`config.mk`:
```
export PLATFORM = sky130hd
export DESIGN_NAME = fpp_job_queue
export DESIGN_NICKNAME = d
export VERILOG_FILES = /design/src/hw/rtl/fpp_pkg.sv /design/src/hw/rtl/fpp_job_queue.sv
export SDC_FILE = /design/constraint.sdc
export NUM_CORES = 1
export LEC_CHECK = 0
export ABC_AREA = 1
export BUFFER_PORTS_ARGS = -buffer_cell sky130_fd_sc_hd__buf_4
export CAP_MARGIN = 10
export CORE_MARGIN = 2
export CORE_UTILIZATION = 50
export DETAILED_ROUTE_END_ITERATION = 16
export PLACE_DENSITY = 0.76
export SYNTH_ARGS = -nofsm -noshare
export SYNTH_HDL_FRONTEND = slang
export SYNTH_SLANG_ARGS = --single-unit
export TNS_END_PERCENT = 100
```
`constraint.sdc`:
```
create_clock -name clk -period 1.75 [get_ports clk]
set_clock_uncertainty 0.05 [all_clocks]
set_input_delay 0.35 -clock clk [delete_from_list [all_inputs] [get_ports clk]]
set_output_delay 0.35 -clock clk [all_outputs]
set_load 0.02 [all_outputs]
```
`src/hw/rtl/fpp_pkg.sv`:
```
// fpp_pkg: shared types and fixed widths for the farthest point pair block
// no dependencies; imported by fpp_front, fpp_job_queue, fpp_back and the top level
package fpp_pkg;

    localparam int IDX_OUT_W  = 6;
    localparam int DIST_OUT_W = 17;

    typedef struct packed {
        logic not_empty;
        logic full;
    } fpp_q_status_t;

    typedef struct packed {
        logic pop;
        logic retire;
    } fpp_q_cmd_t;

endpackage

```
`src/hw/rtl/fpp_job_queue.sv`:
```
// fpp_job_queue: two-entry queue of finished sets between front and back,
// also counts sets that still own a store bank; depends on fpp_pkg
module fpp_job_queue #(
    parameter int JOB_W = 8
) (
    input  logic                    clk,
    input  logic                    rst_n,
    input  logic                    job_push,
    input  logic [JOB_W-1:0]        job_data,
    input  fpp_pkg::fpp_q_cmd_t     q_cmd,
    output fpp_pkg::fpp_q_status_t  q_status,
    output logic [JOB_W-1:0]        q_head
);
    import fpp_pkg::*;

    logic [JOB_W-1:0] entry_reg [2];
    logic             wr_ptr_reg;
    logic             rd_ptr_reg;
    logic [1:0]       fill_reg;
    logic [1:0]       fill_next;
    logic [1:0]       owed_reg;
    logic [1:0]       owed_next;

    assign q_head             = entry_reg[rd_ptr_reg];
    assign q_status.not_empty = fill_reg != 2'd0;
    assign q_status.full      = owed_reg == 2'd2;

    always_comb
    begin
        unique case ({job_push, q_cmd.pop})
            2'b10:   fill_next = fill_reg + 2'd1;
            2'b01:   fill_next = fill_reg - 2'd1;
            default: fill_next = fill_reg;
        endcase
        unique case ({job_push, q_cmd.retire})
            2'b10:   owed_next = owed_reg + 2'd1;
            2'b01:   owed_next = owed_reg - 2'd1;
            default: owed_next = owed_reg;
        endcase
    end

    always_ff @(posedge clk)
    begin
        if (job_push)
        begin
            entry_reg[wr_ptr_reg] <= job_data;
        end
    end

    always_ff @(posedge clk or negedge rst_n)
    begin
        if (!rst_n)
        begin
            wr_ptr_reg <= 1'b0;
            rd_ptr_reg <= 1'b0;
            fill_reg   <= 2'd0;
            owed_reg   <= 2'd0;
        end
        else
        begin
            if (job_push)
            begin
                wr_ptr_reg <= !wr_ptr_reg;
            end
            if (q_cmd.pop)
            begin
                rd_ptr_reg <= !rd_ptr_reg;
            end
            fill_reg <= fill_next;
            owed_reg <= owed_next;
        end
    end

endmodule

```
==> run metrics <==
status=finished clean; Cells after Synth=80; 1st-iter DRT viols=1; Final GP Congestion=0.619; Syn Area/Cell=11.7 µm²; worst reg2reg path depth=2; number of clock sinks=22; Clock Pin Slew Worst Setup and Hold Paths=110 ps; Slew HR=80.4%; Overall Global Routing Usage=13.9%; critical path class=flop to output pin; Period Utilization, post-route=92.8%; Post-route DRC=0; initial antenna violation count=0; FF+latch count, synth=22; worst vdd ir=941 µV; Pint=1.11 mW; Fin. Hold Viols=0; DR pass1 iterations=3; Adder-Cell Fraction of Synth Area=2.67%; Leak=0.548 nW; most frequent cells in the layout=buf_4, inv_1, nand2_1, edfxtp_1; largest net degree at the start of global routing=18; fillers=146; Synthesized Nets=95; CTS Buffer Depth=2; end of the worst register-to-register path=entry_reg[1][2]; setup TNS=0 ps; Hold WC Path Type=input pin to flop; diode count=0; max FFs per register=16; Clock power frac=12.5%; Final #Nets=123; max-slew violations=0; DPL Wire Length=1.03 mm; overall power=1.74 mW; fmax=0.616 GHz; nature of the critical path endpoint=output pin; vias per inst=4.58; setup violators final=0; Arr. time, crit path=1220 ps; Initial Util=53.8%; Worst-Margin Slew=293 ps; CP startpoint=rd_ptr_reg; switching share of power=36.4%; sequential share of the synthesized area=67.2%; H-tree depth=1; commonest non-fill, non-tap cell in the layout=buf_4; TritonCTS Buffers=3; worst-path fanout max=10; first-pass GRT wire length=2.01 mm; Startpoint Class=flop; hold depth=2; flop2flop setup slack=690 ps; # port buffers=22; Reg power frac=46.7%; total number of vias=604; Power Dens Cells=1500 mW/mm²; XOR/XNOR Fraction of Synth Area=3.73%; CTS tree=built; I/O pin count=23; Netlist cell types=14; mux contribution to synthesized area=0%; Worst-Skew Late Latency=290 ps; Routed WL=1.40 mm; core area=0.00175 mm²; end of the critical path=q_head[7]; Tmin final=1620 ps; hold_ws=185 ps; synth-to-layout area growth=23.6%; NetSw=633 µW; largest family of logic cells by synthesized area=buffers and inverters; Req. time, crit path=1350 ps; final global-route overflow total=0; Routed Antenna Nets=0; synth warn=0; DIE HEIGHT=47.3 µm; mapped cell area=938 µm²; clk root buf=clkbuf_4; RSZ-0062 raised after global routing=no; vias in the first global route=500; FP Rows=15; width of the die=47.3 µm; simple logic cell fraction of the synthesized area=10.4%; layout cell share with drive strength beyond 1=29.0%; Max Cap Viol=0; WL per Instance=10.6 µm; die area=0.00224 mm²; Comb pwr share=40.8%; compound-gate portion of the synthesized area=5.47%; worst flop-to-flop path startpoint=wr_ptr_reg
synthesized netlist by cell type:
library cell	number	share of area [%]
o21ai_2	3	2.8
nand3_1	2	1.1
ha_1	2	2.7
nor2_1	2	0.80
inv_1	18	7.2
xor2_1	2	1.9
xnor2_1	2	1.9
nand2_1	18	7.2
buf_12	1	2.1
o21ai_0	5	2.7
dfrtp_1	6	16
buf_6	1	1.2
edfxtp_1	16	51
nand4_1	2	1.3
area by class of cell:
cell class              instances  area [µm²]  area share, %
clock buffers                   3        22.5           1.94
inverters                      18        67.6           5.83
repair buffers                 25         194           16.7
well taps                      25        31.3           2.70
flip-flops and latches         22         632           54.5
clock inverters                 1        3.75          0.324
multi-input cells              38         209           18.0
power groups by stage:
stage | clock (mW) | combinational [mW] | sequential (mW)
after detailed placement | 0 | 0.660 | 0.849
after floorplan | 0 | 0.520 | 0.780
after CTS | 0.227 | 0.662 | 0.841
after global routing | 0.247 | 0.788 | 0.831
final | 0.217 | 0.709 | 0.812
after global placement | 0 | 0.634 | 0.838
critical path: stages, from the launching register on:
cell and delay (ps):
dfrtp_2 490, buf_6 170, nand2_1 50, o21ai_0 70, buf_4 160
logic make-up after synthesis:
group / count (synthesis)
AND/OR/NAND/NOR: 24
flip-flops: 22
buffers and inverters: 20
AO/OA/AOI/OAI: 8
XOR/XNOR: 4
adder cells (fa/ha/maj): 2
per-layer routing:
metal / up-vias / GRT usage [%] / wire length, µm / part of all wire [%]
met5: - / 0 / 0 / 0
met4: 0 / 10.0 / 19 / 1.4
met3: 2 / 3.46 / 55 / 3.9
met2: 14 / 24.3 / 736 / 52
met1: 276 / 14.1 / 593 / 42
li1: 312 / - / - / -
through the flow:
stage	util [%]	worst slack, ps	cells	cell area [µm²]
final	66.5	125	132	1160
after global routing	66.5	39.3	132	1160
after CTS	65.8	93.5	131	1150
after detailed placement	63.7	289	126	1110
after global placement	63.7	317	126	1110
after floorplan	-	369	80	938
timing repair:
| item | CTS | global route |
|---|---|---|
| setup endpoints to repair | 8 | 1 |
| hold buffers | 1 | 0 |
| endpoints found under the hold margin | 6 | 0 |
| buffers inserted | 0 | 1 |
| resized for setup | 1 | 1 |
how the worst min path moves through the flow:
stage	start	to	slack, ps
final	q_cmd[1]	rd_ptr_reg	190
after global routing	job_data[4]	entry_reg[0][4]	160
after CTS	q_cmd[1]	rd_ptr_reg	170
after detailed placement	rst_n	fill_reg[1]	120
after global placement	rst_n	fill_reg[1]	110
after floorplan	rst_n	fill_reg[0]	4
Note: power is estimated with default switching activity, not from simulation.
