**src/hw/rtl/fpp_pkg.sv**
```systemverilog
// fpp_pkg: shared types and fixed widths for the farthest point pair block
// no dependencies; imported by fpp_front, fpp_job_queue, fpp_back and the top level
package fpp_pkg;

    localparam int IDX_OUT_W  = 6;
    localparam int DIST_OUT_W = 17;

    typedef struct packed {
        logic not_empty;
        logic full;
    } fpp_q_status_t;

    typedef struct packed {
        logic pop;
        logic retire;
    } fpp_q_cmd_t;

endpackage

```
**src/hw/rtl/fpp_front.sv**
```systemverilog
// fpp_front: accepts points, writes them to the active bank of the point store
// and posts one job per set to the job queue; depends on fpp_pkg
module fpp_front #(
    parameter int MAX_POINTS  = 64,
    parameter int COORD_WIDTH = 16,
    parameter int IDX_W       = 6,
    parameter int CNT_W       = 7
) (
    input  logic                           clk,
    input  logic                           rst_n,
    input  logic                           in_valid,
    output logic                           in_stall,
    input  logic signed [COORD_WIDTH-1:0]  coord_x,
    input  logic signed [COORD_WIDTH-1:0]  coord_y,
    input  logic                           last_point,
    input  fpp_pkg::fpp_q_status_t         q_status,
    output logic                           job_push,
    output logic [CNT_W:0]                 job_data,
    output logic                           wr_en,
    output logic [IDX_W:0]                 wr_addr,
    output logic [2*COORD_WIDTH-1:0]       wr_data
);
    import fpp_pkg::*;

    logic [CNT_W-1:0] count_reg;
    logic [CNT_W-1:0] count_next;
    logic [CNT_W-1:0] count_after;
    logic             bank_reg;
    logic             bank_next;
    logic             accept;
    logic             has_room;

    assign in_stall    = q_status.full;
    assign accept      = in_valid && !in_stall;
    assign has_room    = count_reg < CNT_W'(MAX_POINTS);
    assign count_after = has_room ? count_reg + CNT_W'(1) : count_reg;

    assign wr_en   = accept && has_room;
    assign wr_addr = {bank_reg, count_reg[IDX_W-1:0]};
    assign wr_data = {coord_x, coord_y};

    assign job_push = accept && last_point;
    assign job_data = {bank_reg, count_after};

    always_comb
    begin
        count_next = count_reg;
        bank_next  = bank_reg;
        if (accept)
        begin
            if (last_point)
            begin
                count_next = '0;
                bank_next  = !bank_reg;
            end
            else
            begin
                count_next = count_after;
            end
        end
    end

    always_ff @(posedge clk or negedge rst_n)
    begin
        if (!rst_n)
        begin
            count_reg <= '0;
            bank_reg  <= 1'b0;
        end
        else
        begin
            count_reg <= count_next;
            bank_reg  <= bank_next;
        end
    end

endmodule

```
**config.mk**
```make
export PLATFORM = sky130hd
export DESIGN_NAME = fpp_front
export DESIGN_NICKNAME = d
export VERILOG_FILES = /design/src/hw/rtl/fpp_pkg.sv /design/src/hw/rtl/fpp_front.sv
export SDC_FILE = /design/constraint.sdc
export NUM_CORES = 1
export LEC_CHECK = 0
export BUFFER_PORTS_ARGS = -buffer_cell sky130_fd_sc_hd__buf_4
export CAP_MARGIN = 20
export CORE_MARGIN = 3
export CORE_UTILIZATION = 34
export DETAILED_ROUTE_END_ITERATION = 8
export PLACE_DENSITY = 0.85
export SLEW_MARGIN = 0
export SYNTH_ARGS = -nofsm -noshare
export SYNTH_HDL_FRONTEND = slang
export SYNTH_SLANG_ARGS = --single-unit
```
**constraint.sdc**
```tcl
create_clock -name clk -period 1.5 [get_ports clk]
set_input_delay 0.075 -clock clk [delete_from_list [all_inputs] [get_ports clk]]
set_output_delay 0.075 -clock clk [all_outputs]
set_load 0.02 [all_outputs]
```
==> reports/metrics.csv, run 1 <==
metric;value;unit
total CTS buffers;3;
normalized max-slew margin;81.3;%
number of flip-flops in the largest register;7;
reg2reg start;count_reg[0]$_DFFE_PN0N_;
GRT met2 Usage;17.3;%
CORE AREA;2080;um^2
CP arrival;1.38;ns
final instance area;779;um^2
first-pass GRT wire length;2.30;mm
fin. max-slew vios;0;
clock buffer depth;2;
Setup violations, final;0;
number of global-route vias before repair;467;
Clock Sinks;8;
num rows;16;
final worst path period share;97.1;%
combinational share of power;45.6;%
nets@finish;119;
Starting Density;38.4;%
setup TNS;0;ns
Hold Crit Depth;0;
P per Cell Area;1110;nW/um^2
clock-pin slew on the worst setup and hold paths;0.06;ns
GRT busiest layer;met2;
type of origin of the critical path;register;
Worst-Skew Late Latency;0.26;ns
Hold Startpoint;coord_y[14];
H-tree levels;1;
PortBufs;22;
die width;54.5;um
CTS tree;done;
Final Hold Fails;0;
DR iter-0 viols;10;
sequential cell fraction of total power;34.2;%
Register-to-Register Path Depth;5;
status;complete, no violations;
antenna violations before repair;0;
total gr overflow;0;
unrepaired setup endpoints after global routing;true;
DIE AREA;2970;um^2
DRC Markers;0;
Tightest Hold Check Type;in2out;
Seq/Total Area, Yosys;25.0;%
LEAKAGE;0.395;nW
Unique masters post-synth;28;
first-pass iteration count of the detailed router;4;
Fillers;214;
Critical R2R Capture;count_reg[4]$_DFFE_PN0N_;
Switching Share;38.0;%
Die Y;54.5;um
post-synthesis register bit count;8;
P&R area growth vs syn;-2.50;%
maximum clock frequency;686;MHz
critical path capture point type;output pin;
most common cell after layout, fill and taps aside;buf_4;
Synth Cell Area;800;um^2
via count;512;
most frequent cells in the layout;buf_4 (29), xnor2_1 (5), dfrtp_1 (4), dfrtp_2 (4);
hold endpoint;wr_data[14];
syn avg cell area;9.19;um^2
Mapped Cells;87;
critical path class;reg2out;
Synth Warn #;0;
antenna-violating nets left;0;
NetSw;0.000330;W
root buffer cell;clkbuf_4;
slew at the pin with the worst max-slew slack;0.276;ns
M1 GR Usage;12.5;%
setup slack, reg-to-reg;0.13;ns
Final min period;1.46;ns
largest net degree at the start of global routing;9;
Mapped Nets;126;
I/O pin cnt;88;
routed vias/inst;4.88;
GP Congestion;0.795;
clk_skew;0.00241;ns
# Max-Cap Violations;0;
dpl hpwl;1.18;mm
drt total wl;1.55;mm
Ant. Diodes;0;
Routed wire per std cell;14.8;um
Worst IR Drop VDD;0.575;mV
Crit Path Max Fanout;2;
GR Util met3;5.99;%
placed cell areas;698;um^2
Total Routing Usage GR;11.6;%
fraction of layout cells with a size suffix above 1;55.1;%
internal power;0.000538;W
Critical Path RT;1.42;ns
Clock power frac;20.2;%
-- what timing repair did --
item                       4_1_cts  5_1_grt
setup endpoints to repair        3        3
hold buffers                     1        0
pin swaps                        2        1
gates cloned                     0        0
setup buffers                    5        0
hold endpoints to repair         8        0
gates resized for setup          3        3
-- power groups by stage --
stage,registers (W),logic [W],clock network [W]
finish,0.000296,0.000396,0.000175
global route,0.000303,0.000431,0.000188
CTS,0.000294,0.000398,0.000180
detailed placement,0.000307,0.000354,0
global placement,0.000304,0.000353,0
floorplan,0.000298,0.000394,0
-- worst max path at each step --
stage / start / endpoint / slack, ns / cells after the start
after floorplan: count_reg[0]$_DFFE_PN0N_ / count_reg[2]$_DFFE_PN0N_ / 0.1 / 4
after global placement: count_reg[0]$_DFFE_PN0N_ / count_reg[4]$_DFFE_PN0N_ / 0.14 / 3
after detailed placement: count_reg[0]$_DFFE_PN0N_ / count_reg[4]$_DFFE_PN0N_ / 0.12 / 3
after CTS: count_reg[6]$_DFFE_PN0N_ / job_data[4] / 0.0008 / 4
after global routing: count_reg[6]$_DFFE_PN0N_ / job_data[4] / -0.07 / 4
final: count_reg[0]$_DFFE_PN0N_ / job_data[1] / 0.04 / 3
-- synthesized netlist by cell type --
| cell | n | area (um^2) |
|---|---|---|
| ha_1 | 1 | 12.5 |
| or2_2 | 1 | 6.26 |
| clkbuf_1 | 1 | 3.75 |
| and2_1 | 1 | 6.26 |
| nor2_1 | 4 | 15.0 |
| inv_1 | 2 | 7.51 |
| mux2_2 | 1 | 11.3 |
| a311o_1 | 1 | 10.0 |
| nor4b_1 | 1 | 8.76 |
| dfrtp_1 | 8 | 200 |
| nand2b_1 | 3 | 18.8 |
| a311o_2 | 1 | 11.3 |
| nand3_1 | 1 | 5.00 |
| a22o_2 | 1 | 10.0 |
| nand2_1 | 1 | 3.75 |
| or3_1 | 1 | 6.26 |
| a22o_1 | 2 | 17.5 |
| buf_4 | 41 | 308 |
| and3_1 | 1 | 6.26 |
| and2_0 | 1 | 6.26 |
| o21bai_1 | 1 | 7.51 |
| a31o_1 | 1 | 8.76 |
| xor2_1 | 1 | 8.76 |
| xnor2_1 | 5 | 43.8 |
| nand4b_1 | 1 | 8.76 |
| nand4b_4 | 1 | 23.8 |
| nor4_1 | 2 | 12.5 |
| buf_6 | 1 | 11.3 |
-- critical path: stages (launching register included) --
cell,delay (ns)
dfrtp_2,0.41
ha_1,0.28
mux2_2,0.27
buf_4,0.16
-- logic make-up (layout without fill, tap and decap cells) --
logic type      Yosys count  in the layout  synth area share [%]
buf+inv                  45             36                  41.3
simple gates             19             19                  16.0
flops                     8              8                  25.0
compound gates            7              7                  8.14
xor+xnor                  6              6                  6.57
fa+ha+maj                 1              1                  1.56
mux                       1              1                  1.41
-- metal layers --
layer  vias to the layer above  routed length (um)
li1                        234                   -
met1                       230                 569
met2                        38                 737
met3                        10                 188
met4                         0                  54
met5                         -                   0
-- final cells by class --
| class | count | area, um^2 | share of cell area, % |
|---|---|---|---|
| Multi-Input combinational cell | 34 | 272 | 34.8 |
| Tap cell | 27 | 33.8 | 4.33 |
| Clock buffer | 3 | 22.5 | 2.89 |
| Inverter | 2 | 7.51 | 0.963 |
| Sequential cell | 8 | 205 | 26.3 |
| Timing Repair Buffer | 31 | 239 | 30.7 |
-- stage by stage --
stage,std cells,utilization [%],worst slack (ns),hold slack (ns),power [W]
after floorplan,87,-,0.0971,-0.221,0.000692
after global placement,96,33.5,0.138,-0.102,0.000657
after detailed placement,96,33.5,0.121,-0.0963,0.000662
after CTS,105,37.2,0.000761,0.150,0.000872
after global routing,105,37.4,-0.0747,0.150,0.000923
final,105,37.4,0.0432,0.150,0.000867
Power figures use the tool's default switching activity.
==> run 2: changes to the inputs <==
Settings changed: REMOVE_ABC_BUFFERS from default to 1.
==> reports/metrics.csv, run 2 (same netlist as run 1, synthesis figures left out) <==
metric;value;unit;change
status;complete, no violations;;
CP arrival;1.37;ns;about the same
final instance area;777;um^2;-0.32%
largest net degree at the start of global routing;9;;unchanged
Fillers;218;;+1.9%
DIE AREA;2970;um^2;unchanged
routed vias/inst;5.16;;+5.7%
Setup violations, final;0;;unchanged
fraction of layout cells with a size suffix above 1;56.6;%;+1.5 points
antenna violations before repair;0;;unchanged
Critical Path RT;1.42;ns;about the same
total power;0.000858;W;-1.0%
total CTS buffers;3;;unchanged
Crit Path Max Fanout;4;;+2
P&R area growth vs syn;-2.82;%;
Worst-Skew Late Latency;0.25;ns;about the same
I/O pin cnt;88;;unchanged
first-pass iteration count of the detailed router;4;;unchanged
LEAKAGE;0.384;nW;-2.9%
critical path class;reg2out;;
clock buffer depth;2;;unchanged
Worst IR Drop VDD;0.637;mV;+11%
Final Hold Fails;0;;unchanged
Final min period;1.45;ns;-0.0107 ns
Ant. Diodes;0;;unchanged
drt total wl;2.47;mm;+59%
register area;205;um^2;unchanged
Clock Sinks;8;;unchanged
placed cell areas;691;um^2;-1.1%
critical path capture point type;output pin;;
DR iter-0 viols;7;;-3
first-pass GRT wire length;3.44;mm;+50%
normalized max-slew margin;80.5;%;-0.85 points
nets@finish;117;;-1.7%
number of global-route vias before repair;533;;+14%
Starting Density;38.4;%;unchanged
dpl hpwl;2.06;mm;+75%
root buffer cell;clkbuf_4;;
PortBufs;22;;unchanged
slew at the pin with the worst max-slew slack;0.289;ns;+0.0126 ns
Layout Cells excl Fill;103;;-1.9%
GP Congestion;0.795;;about the same
clk_skew;0.000478;ns;-0.00193 ns
worst setup margin;0.0539;ns;+0.0107 ns
unrepaired setup endpoints after global routing;true;;
maximum clock frequency;692;MHz;+0.74%
# Max-Cap Violations;0;;unchanged
fin. max-slew vios;0;;unchanged
clock-pin slew on the worst setup and hold paths;0.06;ns;about the same
final worst path period share;96.4;%;-0.71 points
Setup Slack @ Placement;0.0844;ns;-0.0368 ns
total gr overflow;0;;unchanged
CORE AREA;2080;um^2;unchanged
type of origin of the critical path;register;;
CTS tree;done;;
die width;54.5;um;unchanged
P per Cell Area;1100;nW/um^2;-0.71%
most common cell after layout, fill and taps aside;buf_4;;
antenna-violating nets left;0;;unchanged
number of flip-flops in the largest register;7;;unchanged
via count;531;;+3.7%
placed cells;95;;-1.0%
multi-input logic area;280;um^2;+3.2%
Hold Slack;0.150;ns;+0.000227 ns
Tightest Hold Check Type;in2out;;
Die Y;54.5;um;unchanged
Routed wire per std cell;24.0;um;+63%
H-tree levels;1;;unchanged
DRC Markers;0;;unchanged
num rows;16;;unchanged
most frequent cells in the layout;buf_4 (26), xnor2_1 (5), dfrtp_1 (4), dfrtp_2 (4);;
Total Routing Usage GR;18.0;%;+6.4 points
## run 2: changes by cell type in the layout (fill, tap and decap cells not counted)
| cell | change |
|---|---|
| buf_4 | -3 |
| buf_6 | +1 |
| ha_1 | -1 |
| ha_2 | +1 |
| nor4_1 | -1 |
| nor4_2 | +1 |
## run 2: cell type report
type	count	area share, %
Multi-Input combinational cell	34	36.1
Inverter	2	0.966
Clock buffer	3	2.90
Sequential cell	8	26.4
Tap cell	27	4.35
Timing Repair Buffer	29	29.3
## run 2: power breakdown
group	switching [W]	total [W]	internal, W
Sequential	0.0000507	0.000305	0.000255
Combinational	0.000197	0.000388	0.000191
Clock	0.0000738	0.000165	0.0000916
Total	0.000321	0.000858	0.000537
## run 2: layer usage
metal	vias up	wire, um	part of all wire, %	global-route usage, %
met4	0	7	0.28	6.22
li1	225	-	-	-
met1	240	1020	41	22.3
met5	-	0	0	4.17
met2	64	825	33	18.5
met3	2	624	25	19.9
## run 2: final timing paths
check	endpoint	depth (start not counted)	from	slack, ns
max	job_data[1]	3	count_reg[0]$_DFFE_PN0N_	0.05
min	wr_data[0]	0	coord_y[0]	0.15
max reg2reg	count_reg[4]$_DFFE_PN0N_	4	count_reg[6]$_DFFE_PN0N_	0.09
min reg2reg	bank_reg$_DFFE_PN0P_	1	bank_reg$_DFFE_PN0P_	0.50
max in group asynchronous	count_reg[0]$_DFFE_PN0N_	2	rst_n	1.18
min in group asynchronous	count_reg[5]$_DFFE_PN0N_	2	rst_n	0.18
## run 2: worst max-delay path, cell delays in order (launching register included)
cell and delay, ns:
dfrtp_2 0.43, ha_2 0.28, mux2_2 0.28, buf_6 0.13
## run 2: stage by stage
stage	TNS, ns	util (%)
global route	-0.0127	37.3
CTS	0	35.9
detailed placement	0	33.2
finish	0	37.3
global placement	0	33.2
floorplan	-0.0493	-
## run 2: what timing repair did
item | CTS | global route
hold endpoints to repair | 8 | 0
hold buffers | 1 | 0
resized for setup | 2 | 7
setup endpoints to repair | 3 | 4
buffers inserted | 3 | 1
==> run 3: changes to the inputs <==
Settings changed: ABC_AREA from default to 1, CORE_UTILIZATION 34 to 35, CTS_BUF_LIST from default to sky130_fd_sc_hd__clkbuf_8, PLACE_DENSITY 0.85 to 0.86.
==> reports/metrics.csv, run 3 <==
metric;value;unit;change
number of flip-flops in the largest register;7;;unchanged
CP arrival;1.35;ns;-0.02 ns
P per Cell Area;1110;nW/um^2;+0.92%
Critical Path RT;1.42;ns;about the same
Clock power frac;31.8;%;+13 points
P&R area growth vs syn;-5.65;%;
Synth Cell Area;820;um^2;+2.5%
Die Y;54.4;um;-0.18%
Crit Path Max Fanout;4;;unchanged
Setup violations, final;0;;unchanged
Worst-Skew Late Latency;0.24;ns;about the same
antenna violations before repair;0;;unchanged
Tightest Hold Check Type;in2reg;;
final worst path period share;95.0;%;-1.4 points
Switching Share;35.6;%;-1.9 points
die width;54.4;um;-0.18%
type of origin of the critical path;register;;
routed vias/inst;4.92;;-4.6%
num rows;16;;unchanged
first-pass iteration count of the detailed router;4;;unchanged
most frequent cells in the layout;nand2_1 (23), buf_4 (23), inv_1 (13);;
async set-reset flop share out of synthesis;100;%;unchanged
internal power;0.000556;W;+3.4%
Post-synth top cells;buf_4 (41), nand2_1 (23), inv_1 (13);;
DRC Markers;0;;unchanged
Final min period;1.43;ns;-0.0206 ns
Total Routing Usage GR;18.8;%;+0.82 points
final instance area;773;um^2;-0.48%
fin. max-slew vios;0;;unchanged
Mapped Cells;113;;+30%
Most used DFF post-synth;dfrtp_1;;
combinational share of power;35.8;%;-9.3 points
Routed wire per std cell;20.5;um;-14%
GP Congestion;0.831;;+4.5%
slew at the pin with the worst max-slew slack;0.242;ns;-0.0465 ns
Seq/Total Area, Yosys;24.4;%;-0.61 points
PortBufs;22;;unchanged
CORE AREA;2080;um^2;unchanged
Synth Warn #;0;;unchanged
CTS tree;done;;
setup TNS;0;ns;unchanged
via count;620;;+17%
sequential cell fraction of total power;32.4;%;-3.2 points
H-tree levels;1;;unchanged
first-pass GRT wire length;3.48;mm;+1.2%
unrepaired setup endpoints after global routing;false;;
total gr overflow;0;;unchanged
Starting Density;39.4;%;+0.96 points
drt total wl;2.59;mm;+4.7%
DIE AREA;2960;um^2;-0.37%
Synth area leader;buf_4;;
largest net degree at the start of global routing;9;;unchanged
critical path class;reg2out;;
clk_skew;0.00176;ns;+0.00128 ns
count leader, synth;buf_4;;
Yosys top cell area share;37.6;%;-0.94 points
# Max-Cap Violations;0;;unchanged
Clock Sinks;8;;unchanged
maximum clock frequency;702;MHz;+1.4%
number of global-route vias before repair;544;;+2.1%
Ant. Diodes;0;;unchanged
dpl hpwl;2.14;mm;+3.6%
antenna-violating nets left;0;;unchanged
syn avg cell area;7.25;um^2;-21%
clock-pin slew on the worst setup and hold paths;0.04;ns;-0.02 ns
root buffer cell;clkbuf_8;;
placed cell areas;711;um^2;+2.9%
post-synthesis register bit count;8;;unchanged
NetSw;0.000307;W;-4.6%
total CTS buffers;3;;unchanged
Post-synth EDFFs;0;;unchanged
I/O pin cnt;88;;unchanged
LEAKAGE;0.429;nW;+12%
status;complete, no violations;;
nets@finish;140;;+20%
Worst IR Drop VDD;0.590;mV;-7.4%
Fillers;219;;+0.46%
fraction of layout cells with a size suffix above 1;38.4;%;-18 points
DR iter-0 viols;11;;+4
clock buffer depth;2;;unchanged
Final Hold Fails;0;;unchanged
normalized max-slew margin;83.8;%;+3.4 points
critical path capture point type;output pin;;
Unique masters post-synth;19;;-32%
synth top area cells;buf_4 (38%), dfrtp_1 (24%), nand2_1 (11%);;
-- run 3: logic make-up after synthesis --
logic type,Yosys count,share of synthesized area [%]
buf+inv,57,45.2
simple gates,39,23.2
flops,8,24.4
compound gates,7,4.58
xor+xnor,1,1.07
fa+ha+maj,1,1.53
-- run 3: repair_timing --
action / CTS / global route
hold buffers: 1 / 0
hold endpoints to repair: 8 / 0
buffers inserted: 0 / 1
setup endpoints to repair: 0 / 1
resized for setup: 0 / 2
-- run 3: cell type report --
class	count	area [um^2]	share of cell area (%)
Clock buffer	3	41.3	5.34
Inverter	16	62.6	8.09
Multi-Input combinational cell	48	251	32.5
Sequential cell	8	201	26.1
Tap cell	27	33.8	4.37
Timing Repair Buffer	24	183	23.6
-- run 3: worst max-delay path, cell delays in order (launching register included) --
cell     delay [ns]
dfrtp_2        0.44
ha_2           0.32
nand2_1        0.04
and2_1         0.15
inv_2          0.05
buf_4          0.12
-- run 3: power groups by stage --
stage          combinational (W)  clock [W]  sequential [W]
2_1_floorplan           0.000113          0        0.000330
3_3_place_gp            0.000293          0        0.000280
3_5_place_dp            0.000299          0        0.000281
4_1_cts                 0.000301   0.000282        0.000280
5_1_grt                 0.000332   0.000298        0.000282
6_report                0.000309   0.000274        0.000279
-- run 3: through the flow --
step	hold WS, ns	setup WS [ns]	power (W)	utilization [%]	instances
after global routing	0.150	0.0112	0.000912	37.1	126
after global placement	-0.102	0.299	0.000573	34.1	121
after detailed placement	-0.0967	0.284	0.000580	34.1	121
after floorplan	-0.221	0.206	0.000443	-	72
after CTS	0.134	0.0218	0.000863	36.6	125
final	0.140	0.0745	0.000862	37.1	126
-- run 3: final timing paths --
| check | cells after the start | endpoint | start | slack [ns] |
|---|---|---|---|---|
| worst max-delay path | 5 | job_data[1] | count_reg[0]$_DFFE_PN0N_ | 0.07 |
| worst min-delay path | 3 | count_reg[3]$_DFFE_PN0N_ | q_status[0] | 0.14 |
| worst max register to register | 4 | count_reg[1]$_DFFE_PN0N_ | count_reg[0]$_DFFE_PN0N_ | 0.35 |
| worst min register to register | 1 | bank_reg$_DFFE_PN0P_ | bank_reg$_DFFE_PN0P_ | 0.51 |
| max in group asynchronous | 2 | count_reg[0]$_DFFE_PN0N_ | rst_n | 1.16 |
| min in group asynchronous | 2 | count_reg[5]$_DFFE_PN0N_ | rst_n | 0.20 |
-- run 3: routing by layer --
layer  track usage (%)  part of all wire, %  vias up  wire [um]
met5              4.17                    0        -          0
met4              9.96                  1.9        0         48
met3              21.0                   24        6        621
met2              17.3                   32       65        832
met1              23.4                   42      271       1080
li1                  -                    -      278          -
